**config.mk**
```make
export PLATFORM = sky130hd
export DESIGN_NAME = websocket_masked_frame_deframer
export DESIGN_NICKNAME = d
export VERILOG_FILES = /design/src/hw/rtl/wsdf_pkg.sv /design/src/hw/rtl/websocket_masked_frame_deframer.sv
export SDC_FILE = /design/constraint.sdc
export NUM_CORES = 1
export LEC_CHECK = 0
export BUFFER_PORTS_ARGS = -buffer_cell sky130_fd_sc_hd__buf_4
export CAP_MARGIN = 20
export CORE_MARGIN = 2
export CORE_UTILIZATION = 60
export CTS_BUF_LIST = sky130_fd_sc_hd__clkbuf_8
export CTS_CLUSTER_DIAMETER = 80
export DETAILED_ROUTE_END_ITERATION = 8
export GPL_TIMING_DRIVEN = 1
export PLACE_DENSITY = 0.75
export SLEW_MARGIN = 20
export SYNTH_ARGS = -nofsm -noshare
export SYNTH_HDL_FRONTEND = slang
export SYNTH_SLANG_ARGS = --single-unit
```
**constraint.sdc**
```tcl
create_clock -name clk -period 5.11 [get_ports clk]
set_input_delay 0.511 -clock clk [delete_from_list [all_inputs] [get_ports clk]]
set_output_delay 0.511 -clock clk [all_outputs]
set_load 0.005 [all_outputs]
```
**src/hw/rtl/wsdf_pkg.sv**
```systemverilog
// Shared constants for the WebSocket masked frame deframer.
`default_nettype none

package wsdf_pkg;

  // Result kinds carried on m_tuser.
  localparam logic [2:0] KIND_DATA       = 3'd0;
  localparam logic [2:0] KIND_PONG       = 3'd1;
  localparam logic [2:0] KIND_EMPTY_PONG = 3'd2;
  localparam logic [2:0] KIND_CLOSE      = 3'd3;
  localparam logic [2:0] KIND_BAD        = 3'd4;
  localparam logic [2:0] KIND_LONG       = 3'd5;

  // Frame opcodes of interest.
  localparam logic [3:0] OP_TEXT   = 4'd1;
  localparam logic [3:0] OP_BINARY = 4'd2;
  localparam logic [3:0] OP_CLOSE  = 4'd8;
  localparam logic [3:0] OP_PING   = 4'd9;

  // Seven-bit length codes that announce an extended length.
  localparam logic [6:0] LEN_EXT16 = 7'd126;
  localparam logic [6:0] LEN_EXT64 = 7'd127;

  // Extended length sizes in bytes.
  localparam logic [3:0] EXT16_BYTES = 4'd2;
  localparam logic [3:0] EXT64_BYTES = 4'd8;

  localparam int unsigned MAX_PAYLOAD_WIDTH = 25;
  localparam logic [MAX_PAYLOAD_WIDTH-1:0] MAX_PAYLOAD_RESET = 25'd1048576;

endpackage : wsdf_pkg

`default_nettype wire

```
**src/hw/rtl/websocket_masked_frame_deframer.sv**
```systemverilog
// Top level of the WebSocket client-to-server masked frame deframer.
// Each result is registered: it appears on the master side in the cycle after the byte that causes it.
// Throughput: one byte per cycle while the master side takes results, set by the single registered parse step
// and the output register, which frees in the same cycle that its result is taken.
// Reset (rst, synchronous): parser returns to header byte zero, halt flag clears, the
// output register empties and max_payload returns to 1048576.
`default_nettype none

module websocket_masked_frame_deframer #(
  parameter int unsigned COUNT_WIDTH = 25
) (
  input  wire logic                                   clk,
  input  wire logic                                   rst,
  // Configuration: max_payload write.
  input  wire logic                                   cfg_we,
  input  wire logic [wsdf_pkg::MAX_PAYLOAD_WIDTH-1:0] cfg_data,
  // Slave side, tdata fields from bit 0: in_byte[7:0].
  input  wire logic                                   s_tvalid,
  output logic                                        s_tready,
  input  wire logic [7:0]                             s_tdata,
  // Master side, tdata fields from bit 0: out_byte[7:0].
  output logic                                        m_tvalid,
  input  wire logic                                   m_tready,
  output logic [7:0]                                  m_tdata,
  // tuser fields from bit 0: out_kind[2:0].
  output logic [2:0]                                  m_tuser,
  // tlast carries out_last.
  output logic                                        m_tlast
);

  // Largest length a payload counter of COUNT_WIDTH bits can reach.
  localparam logic [63:0] COUNT_MASK = {64{1'b1}} >> (64 - COUNT_WIDTH);

  typedef enum logic [2:0] {
    PH_HDR0,
    PH_HDR1,
    PH_EXT,
    PH_MASK,
    PH_DATA
  } phase_t;

  // Parser state.
  phase_t                                 phase, phase_next;
  logic [3:0]                             frame_opcode, frame_opcode_next;
  logic                                   fin_seen, fin_seen_next;
  logic [3:0]                             ext_bytes_left, ext_bytes_left_next;
  logic [63:0]                            frame_length, frame_length_next;
  logic [31:0]                            mask_key, mask_key_next;
  logic [1:0]                             mask_bytes_seen, mask_bytes_seen_next;
  logic [COUNT_WIDTH-1:0]                 payload_index, payload_index_next;
  logic                                   halted, halted_next;
  logic [wsdf_pkg::MAX_PAYLOAD_WIDTH-1:0] max_payload;

  // Result produced by the byte being accepted.
  logic       res_valid;
  logic [7:0] res_byte;
  logic [2:0] res_kind;
  logic       res_last;

  logic                   accept;
  logic [63:0]            limit;
  logic [63:0]            max_payload_ext;
  logic [63:0]            len_cand;
  logic                   len_done;
  logic [COUNT_WIDTH-1:0] index_inc;
  logic                   data_last;
  logic [7:0]             key_byte;

  // The output register takes a new result whenever it is empty or being drained,
  // so the input side never waits on a result that is about to leave.
  assign s_tready = !m_tvalid || m_tready;
  assign accept   = s_tvalid && s_tready;

  // The effective length limit is max_payload capped at what the counter can hold.
  assign max_payload_ext = {{(64 - wsdf_pkg::MAX_PAYLOAD_WIDTH){1'b0}}, max_payload};
  assign limit = (max_payload_ext > COUNT_MASK) ? COUNT_MASK : max_payload_ext;

  // Payload position and unmasking. The first key byte sits in the top bits.
  assign index_inc = payload_index + 1'b1;
  assign data_last = (index_inc == frame_length[COUNT_WIDTH-1:0]);

  always_comb begin
    unique case (payload_index[1:0])
      2'd0: key_byte = mask_key[31:24];
      2'd1: key_byte = mask_key[23:16];
      2'd2: key_byte = mask_key[15:8];
      2'd3: key_byte = mask_key[7:0];
    endcase
  end

  always_comb begin
    phase_next           = phase;
    frame_opcode_next    = frame_opcode;
    fin_seen_next        = fin_seen;
    ext_bytes_left_next  = ext_bytes_left;
    frame_length_next    = frame_length;
    mask_key_next        = mask_key;
    mask_bytes_seen_next = mask_bytes_seen;
    payload_index_next   = payload_index;
    halted_next          = halted;
    res_valid            = 1'b0;
    res_byte             = 8'd0;
    res_kind             = wsdf_pkg::KIND_DATA;
    res_last             = 1'b0;
    len_cand             = frame_length;
    len_done             = 1'b0;

    // Once halted, every byte is swallowed without a result.
    if (!halted) begin
      unique case (phase)
        PH_HDR0: begin
          frame_opcode_next = s_tdata[3:0];
          fin_seen_next     = s_tdata[7];
          phase_next        = PH_HDR1;
        end
        PH_HDR1: begin
          if (!s_tdata[7] || !fin_seen) begin
            // Fragmented or unmasked frames are not supported: terminal event.
            halted_next = 1'b1;
            res_valid   = 1'b1;
            res_kind    = wsdf_pkg::KIND_BAD;
            res_last    = 1'b1;
          end else if (s_tdata[6:0] == wsdf_pkg::LEN_EXT16) begin
            frame_length_next   = 64'd0;
            ext_bytes_left_next = wsdf_pkg::EXT16_BYTES;
            phase_next          = PH_EXT;
          end else if (s_tdata[6:0] == wsdf_pkg::LEN_EXT64) begin
            frame_length_next   = 64'd0;
            ext_bytes_left_next = wsdf_pkg::EXT64_BYTES;
            phase_next          = PH_EXT;
          end else begin
            len_cand = {57'd0, s_tdata[6:0]};
            len_done = 1'b1;
          end
        end
        PH_EXT: begin
          // Extended length arrives big-endian.
          len_cand            = {frame_length[55:0], s_tdata};
          ext_bytes_left_next = ext_bytes_left - 4'd1;
          frame_length_next   = len_cand;
          len_done            = (ext_bytes_left == 4'd1);
        end
        PH_MASK: begin
          mask_key_next = {mask_key[23:0], s_tdata};
          if (mask_bytes_seen == 2'd3) begin
            mask_bytes_seen_next = 2'd0;
            payload_index_next   = '0;
            if (frame_length != 64'd0) begin
              phase_next = PH_DATA;
            end else begin
              // Empty frame: close and ping still report an event here.
              phase_next = PH_HDR0;
              if (frame_opcode == wsdf_pkg::OP_CLOSE) begin
                halted_next = 1'b1;
                res_valid   = 1'b1;
                res_kind    = wsdf_pkg::KIND_CLOSE;
                res_last    = 1'b1;
              end else if (frame_opcode == wsdf_pkg::OP_PING) begin
                res_valid = 1'b1;
                res_kind  = wsdf_pkg::KIND_EMPTY_PONG;
                res_last  = 1'b1;
              end
            end
          end else begin
            mask_bytes_seen_next = mask_bytes_seen + 2'd1;
          end
        end
        PH_DATA: begin
          payload_index_next = index_inc;
          if (data_last) begin
            phase_next = PH_HDR0;
          end
          if (frame_opcode == wsdf_pkg::OP_TEXT || frame_opcode == wsdf_pkg::OP_BINARY) begin
            res_valid = 1'b1;
            res_byte  = s_tdata ^ key_byte;
            res_kind  = wsdf_pkg::KIND_DATA;
            res_last  = data_last;
          end else if (frame_opcode == wsdf_pkg::OP_PING) begin
            res_valid = 1'b1;
            res_byte  = s_tdata ^ key_byte;
            res_kind  = wsdf_pkg::KIND_PONG;
            res_last  = data_last;
          end else if (frame_opcode == wsdf_pkg::OP_CLOSE && data_last) begin
            // Close payload is consumed; the event comes with its last byte.
            halted_next = 1'b1;
            res_valid   = 1'b1;
            res_kind    = wsdf_pkg::KIND_CLOSE;
            res_last    = 1'b1;
          end
        end
        default: begin
          phase_next = PH_HDR0;
        end
      endcase

      // Full length known: check it against the limit, then collect the mask key.
      if (len_done) begin
        frame_length_next = len_cand;
        if (len_cand > limit) begin
          halted_next = 1'b1;
          res_valid   = 1'b1;
          res_kind    = wsdf_pkg::KIND_LONG;
          res_last    = 1'b1;
        end else begin
          mask_key_next        = 32'd0;
          mask_bytes_seen_next = 2'd0;
          phase_next           = PH_MASK;
        end
      end
    end
  end

  always_ff @(posedge clk) begin
    if (rst) begin
      phase           <= PH_HDR0;
      frame_opcode    <= 4'd0;
      fin_seen        <= 1'b0;
      ext_bytes_left  <= 4'd0;
      frame_length    <= 64'd0;
      mask_key        <= 32'd0;
      mask_bytes_seen <= 2'd0;
      payload_index   <= '0;
      halted          <= 1'b0;
      max_payload     <= wsdf_pkg::MAX_PAYLOAD_RESET;
      m_tvalid        <= 1'b0;
    end else begin
      if (cfg_we) begin
        max_payload <= cfg_data;
      end
      if (accept) begin
        phase           <= phase_next;
        frame_opcode    <= frame_opcode_next;
        fin_seen        <= fin_seen_next;
        ext_bytes_left  <= ext_bytes_left_next;
        frame_length    <= frame_length_next;
        mask_key        <= mask_key_next;
        mask_bytes_seen <= mask_bytes_seen_next;
        payload_index   <= payload_index_next;
        halted          <= halted_next;
        m_tvalid        <= res_valid;
      end else if (m_tready) begin
        m_tvalid <= 1'b0;
      end
    end
  end

  // Result payload needs no reset; it is loaded only with a new result.
  always_ff @(posedge clk) begin
    if (accept && res_valid) begin
      m_tdata <= res_byte;
      m_tuser <= res_kind;
      m_tlast <= res_last;
    end
  end

endmodule : websocket_masked_frame_deframer

`default_nettype wire
```
* After elaboration in Yosys (flattened, before gate mapping) *
Cells that the tools add are included.

word-level totals
  bits in latches = 0
  memories kept = 0
  word-level logic and storage cells = 145
  memory bits (read-only) = 0
  bits of input ports = 38
  RAM bits = 0
  output and inout port bits = 14
  flip-flop bits (word level) = 174

operators by class
  div/mod/pow operators = 0
  order comparisons = 2
  reductions and logical operators = 22
  add/subtract/negate cells = 3
  equal/unequal tests = 21
  shift operators = 0
  bitwise gates (word level) = 3
  mux-type cells = 80
  multiply operators = 0

operator list
  operator                                                         count
  64-bit 2-to-1 mux                                                8
  64-bit one-hot mux with 2 select lines                           2
  32-bit 2-to-1 mux                                                3
  64-bit by 25-bit greater-than comparator with 1-bit output       1
  64-bit nonzero test                                              1
  25-bit 2-to-1 mux                                                2
  25-bit one-hot mux with 2 select lines                           1
  3-bit 2-to-1 mux                                                 11
  8-bit one-hot mux with 4 select lines                            1
  1-bit 2-to-1 mux                                                 29
  25-bit by 1-bit adder with 25-bit output, second input constant  1
  25-bit == test                                                   1
  25-bit greater-than comparator, second input constant            1
  2-bit 2-to-1 mux                                                 11
  8-bit 2-to-1 mux                                                 2
  3-bit one-hot mux with 5 select lines                            1
  7-bit == test, second input constant                             2
  4-bit 2-to-1 mux                                                 3
  5-bit AND reduction                                              2
  1-bit one-hot mux with 3 select lines                            3
  3-bit one-hot mux with 3 select lines                            1
  4-bit by 1-bit == test with 1-bit output, second input constant  2
  4-bit == test, second input constant                             2
  4-bit one-hot mux with 2 select lines                            1
  other kinds (25)                                                 39

* Depth between registers and ports, before layout *
  word-level depth = 11
  gate-level depth with buffers = 16
  depth with buffers taken out = 13

* Least setup slack after synthesis *
Ideal clock, no wire load.

  path kind = input to register
  from = in s_tdata[3]
  to = reg m_tdata[0], enable pin
  setup time = 385 ps
  path slack = 862 ps
  data required time = 4725 ps
  arrival time = 3863 ps
  path buffers = 2
  stages = 14
  cell sequence = clkbuf_1 nand4_1 or2_2 a21oi_1 clkbuf_1 a22o_1 ha_1 and4_1 nand4_1 nor2b_1 o32ai_1 o21ai_0 and3_1 a21oi_1

on the way
  longest elaborated chain between the ends = 11
  elaborated cells on any way between the ends = 17
  those cells by class = order compare (1); eq/ne (2); mux (13); reduce/logical (1)

RTL lines
  what                                                        RTL line                                source
  start: declaration                                          websocket_masked_frame_deframer.sv:20   input wire logic [7:0] s_tdata,
  7-bit == test                                               websocket_masked_frame_deframer.sv:127  end else if (s_tdata[6:0] == wsdf_pkg::LEN_EXT64) begin
  64-bit 2-to-1 mux                                           websocket_masked_frame_deframer.sv:127
  64-bit 2-to-1 mux                                           websocket_masked_frame_deframer.sv:123  end else if (s_tdata[6:0] == wsdf_pkg::LEN_EXT16) begin
  64-bit 2-to-1 mux                                           websocket_masked_frame_deframer.sv:117  if (!s_tdata[7] || !fin_seen) begin
  64-bit one-hot mux with 2 select lines                      websocket_masked_frame_deframer.sv:110  unique case (phase)
  64-bit 2-to-1 mux                                           websocket_masked_frame_deframer.sv:109  if (!halted) begin
  64-bit by 25-bit greater-than comparator with 1-bit output  websocket_masked_frame_deframer.sv:199  if (len_cand > limit) begin
  1-bit 2-to-1 mux                                            websocket_masked_frame_deframer.sv:199
  1-bit 2-to-1 mux *                                          websocket_masked_frame_deframer.sv:197  if (len_done) begin
  1-bit 2-to-1 mux *                                          websocket_masked_frame_deframer.sv:109
  1-bit logical AND *                                         websocket_masked_frame_deframer.sv:249  if (accept && res_valid) begin
  end signal: assignment                                      websocket_masked_frame_deframer.sv:250  m_tdata <= res_byte;
  end: declaration                                            websocket_masked_frame_deframer.sv:24   output logic [7:0] m_tdata,

Every way passes the cells marked *; elsewhere a longest branch is shown, timed or not. The select of a mux whose other input is x is not followed.
A chain may end at the register's enable or synchronous reset.

* Final worst setup path *
  from = reg phase[0]
  to = reg m_tdata[5], enable pin

on the way
  longest elaborated chain between the ends = 8
  elaborated cells on any way between the ends = 14
  those cells by class = order compare (1); eq/ne (4); mux (8); reduce/logical (1)

RTL lines
  what                                                                                                  RTL line                                source
  start: declaration                                                                                    websocket_masked_frame_deframer.sv:43   phase_t phase, phase_next;
  start signal: assignment                                                                              websocket_masked_frame_deframer.sv:231  phase <= phase_next;
  3-bit by 2-bit == test with 1-bit output or 3-bit by 1-bit == test with 1-bit output (tied branches)  websocket_masked_frame_deframer.sv:110
  64-bit one-hot mux with 2 select lines                                                                websocket_masked_frame_deframer.sv:110
  64-bit 2-to-1 mux                                                                                     websocket_masked_frame_deframer.sv:109
  64-bit by 25-bit greater-than comparator with 1-bit output                                            websocket_masked_frame_deframer.sv:199
  1-bit 2-to-1 mux                                                                                      websocket_masked_frame_deframer.sv:199
  1-bit 2-to-1 mux *                                                                                    websocket_masked_frame_deframer.sv:197
  1-bit 2-to-1 mux *                                                                                    websocket_masked_frame_deframer.sv:109
  1-bit logical AND *                                                                                   websocket_masked_frame_deframer.sv:249

Marks and branches as above.

==> summary.txt <==
Floorplanning
  • Initial core utilization: 0.6177
  • Die footprint: 16790 sq um
  • Io pins: 52
  • Core Region: 15310 sq um
  • Row count: 45
  • Die height: 129.6 microns
  • Die width: 129.6 microns

Global routing
  • First-pass GRT wire length: 40720 microns
  • Largest net degree at the start of global routing: 58
  • Initial antenna violation count: 0
  • Number of global-route vias before repair: 7855
  • Gr ovfl total: 0
  • Tot GR Track Use: 0.3076

Drt
  • DRC: 0
  • DR pass1 iterations: 5
  • Drt first-iter violations: 824
  • Via-to-Cell Ratio: 6.356
  • Routed Antenna Nets: 0
  • DR vias: 8638
  • Final wirelength: 25150 microns
  • Wire per inst: 18.50 microns

Clock tree
  • H-tree depth: 4
  • TritonCTS clock tree: yes
  • Root buf cell: clkbuf_8
  • Total CTS buffers: 17
  • Clock Sinks: 174
  • Setup Buffers After CTS: 0
  • Latest clock arrival within the worst-skew pair: 0.49 ns
  • Clk slew on worst S/H paths: 0.10 ns
  • Hold buffers post-CTS: 0
  • Post-CTS sizing: 0
  • Clock Path Buffers: 2

Setup path
  • Reg-to-reg critical path startpoint: phase[0]
  • Startpoint Class: flip-flop
  • Crit path capture type: flip-flop
  • CP Data Required Time: 5.31 ns
  • Reg2reg path depth: 13
  • Largest fanout on the critical path: 21
  • Worst EP arrival: 4.65 ns
  • End of the worst register-to-register path: m_tdata[5]
  • Worst setup path class: flip-flop to flip-flop
  • CP startpoint: phase[0]
  • Reg2reg setup slack: 0.66 ns
  • Critical Path End: m_tdata[5]

Yosys
  • Synthesized net count: 1220
  • Number of synthesized flops with an enable pin: 12
  • Ys Warns: 0
  • Post-Syn Area: 9460 sq um
  • Synth unique cells: 77
  • Mean Syn Cell Area: 8.226 sq um
  • Sequential cell area fraction in the yosys report: 0.3809
  • Gate Count Post-Synth: 1150
  • Register bit total from synthesis: 174
  • Main flop type after synthesis: dfxtp_1
  • Asr flop ratio synth: 0

Timing
  • Worst-margin pin slew: 0.6485 ns
  • Max-slew violation count: 0
  • Final hold violation count: 0
  • Setup violations, final: 0
  • RSZ-0062 raised after global routing: false
  • Setup TNS: 0 ns
  • Clock skew: 0.01807 ns
  • Tmin final: 4.447 ns
  • Slew Limit Headroom: 0.5565
  • Max Freq: 224.9 MHz
  • Final worst path period share: 0.8702

Final layout
  • Layout fillers: 1372
  • # diodes: 0
  • Area delta synth->final: 8.465%
  • Finished Cell Area: 10260 sq um
  • Non-Filler Instances: 1359
  • Layout cells sized above 1: 0.1106
  • Final nets: 1205

Pwr
  • VDD IR max: 0.0001938 V
  • Pwr dens: 260.6 nW/um^2
  • Leak Pwr: 0.003700 uW
  • Total power: 2674 uW

Placed design
  • GP Congestion: 0.9411
  • IO Port Bufs: 51
  • Post-Place Cell Area: 9861 sq um
  • Hpwl dp: 17390 microns
  • Inst Count DP: 1327

Run status
  • Status: completed

Job
  • Max-Cap Viols: 0

Worst hold path
  • HP Class: input pin to flip-flop
report_power, final:
part	total, uW	internal (uW)	switching [uW]	leakage, uW
Sequential	1430	1400	27.5	0.00142
Clock	951	376	576	0.000199
Combinational	297	107	190	0.00208
flip-flops by register name (all words and copies together), names as in the netlist:
| name | cells |
|---|---|
| payload_index | 25 |
| m_tuser | 3 |
| halted | 1 |
| frame_length | 64 |
| ext_bytes_left | 4 |
| mask_bytes_seen | 2 |
| mask_key | 32 |
| fin_seen | 1 |
| m_tlast | 1 |
| frame_opcode | 4 |
| phase | 3 |
| max_payload | 25 |
| m_tdata | 8 |
| m_tvalid | 1 |
cells in the final DEF, fill, tap and decap left out, types with 6 or more instances in the layout:
cell type	synthesis	final
a211oi_1	8	8
a21oi_1	104	103
a222oi_1	8	8
a22o_1	18	18
a22oi_1	13	13
a311oi_1	7	7
a32o_1	33	33
and3_1	11	11
and4_1	6	6
buf_4	2	64
clkbuf_8	0	18
dfxtp_1	162	162
edfxtp_1	12	12
ha_1	32	32
inv_1	33	33
mux2i_1	32	32
nand2_1	127	127
nand2b_1	8	8
nand3_1	76	76
nand4_1	25	25
nor2_1	99	98
nor3_1	24	23
nor4_1	36	36
o211ai_1	10	10
o21ai_0	35	35
o22ai_1	8	8
xnor2_1	26	26
xor2_1	13	13
worst max-delay path, cell delays in order, from the launching register on:
cell       delay [ns]
dfxtp_1          0.57
nand2_1          0.26
nor2_1           0.36
a21oi_1          0.12
buf_4            0.24
a22o_1           0.20
ha_1             0.32
a21oi_1          0.15
a21boi_0         0.09
a2111oi_0        0.61
o32ai_1          0.22
o21ai_0          0.54
and3_1           0.30
a21oi_2          0.18
Yosys cell counts, drive strengths merged (18+ instances only):
library cell | number | area share
dfxtp | 162 | 0.34
nand2 | 127 | 0.050
a21oi | 104 | 0.055
nor2 | 99 | 0.039
nand3 | 77 | 0.042
clkbuf | 74 | 0.029
nor4 | 40 | 0.031
o21ai | 37 | 0.020
a32o | 33 | 0.035
inv | 33 | 0.013
ha | 32 | 0.042
mux2i | 32 | 0.034
nand4 | 27 | 0.020
xnor2 | 26 | 0.024
buf | 25 | 0.012
nor3 | 24 | 0.013
a22o | 18 | 0.017
stage by stage:
step	hold slack, ns	utilization	setup WS (ns)
after global placement	0.4411	0.6439	0.5607
after floorplan	0.4316	-	0.8621
final	0.2518	0.6700	0.6633
after CTS	0.2343	0.6698	0.4942
after detailed placement	0.4544	0.6439	0.4494
after global routing	0.2503	0.6700	0.3013
routing by layer:
| metal | track usage | vias to the layer above | share of wire |
|---|---|---|---|
| li1 | - | 4192 | - |
| met4 | 0.1202 | 0 | 0.024 |
| met1 | 0.4211 | 4091 | 0.45 |
| met3 | 0.06400 | 54 | 0.067 |
| met2 | 0.4783 | 301 | 0.46 |
| met5 | 0 | - | 0 |
cell type report:
type | instances | area, sq um | area share
multi-input combinational | 844 | 5373 | 0.5236
sequential | 174 | 3603 | 0.3512
timing repair buffer | 65 | 500.5 | 0.04877
tap | 211 | 264.0 | 0.02573
clock buffer | 18 | 247.7 | 0.02414
clock inverter | 14 | 148.9 | 0.01451
inverter | 33 | 123.9 | 0.01207
kinds of logic (layout without fill, tap and decap cells):
kind of cell	Yosys count	after routing	synth area share
AOI/OAI and AO/OA	283	283	0.2054
xor gates and xnor gates	39	39	0.03611
adders and majority gates	32	32	0.04232
buffers and inverters	132	130	0.05476
DFF	174	174	0.3809
muxes	33	33	0.03505
and+or+nand+nor	457	457	0.2455
worst min path at each step:
stage                      from                to  slack (ns)  depth (start not counted)
2_1_floorplan  frame_length[60]  frame_length[60]        0.43                          2
3_3_place_gp   frame_length[60]  frame_length[60]        0.44                          2
3_5_place_dp   frame_length[63]  frame_length[63]        0.45                          2
4_1_cts            cfg_data[12]   max_payload[12]        0.23                          3
5_1_grt            cfg_data[12]   max_payload[12]        0.25                          3
6_report           cfg_data[12]   max_payload[12]        0.25                          3
Power figures use the tool's default switching activity.
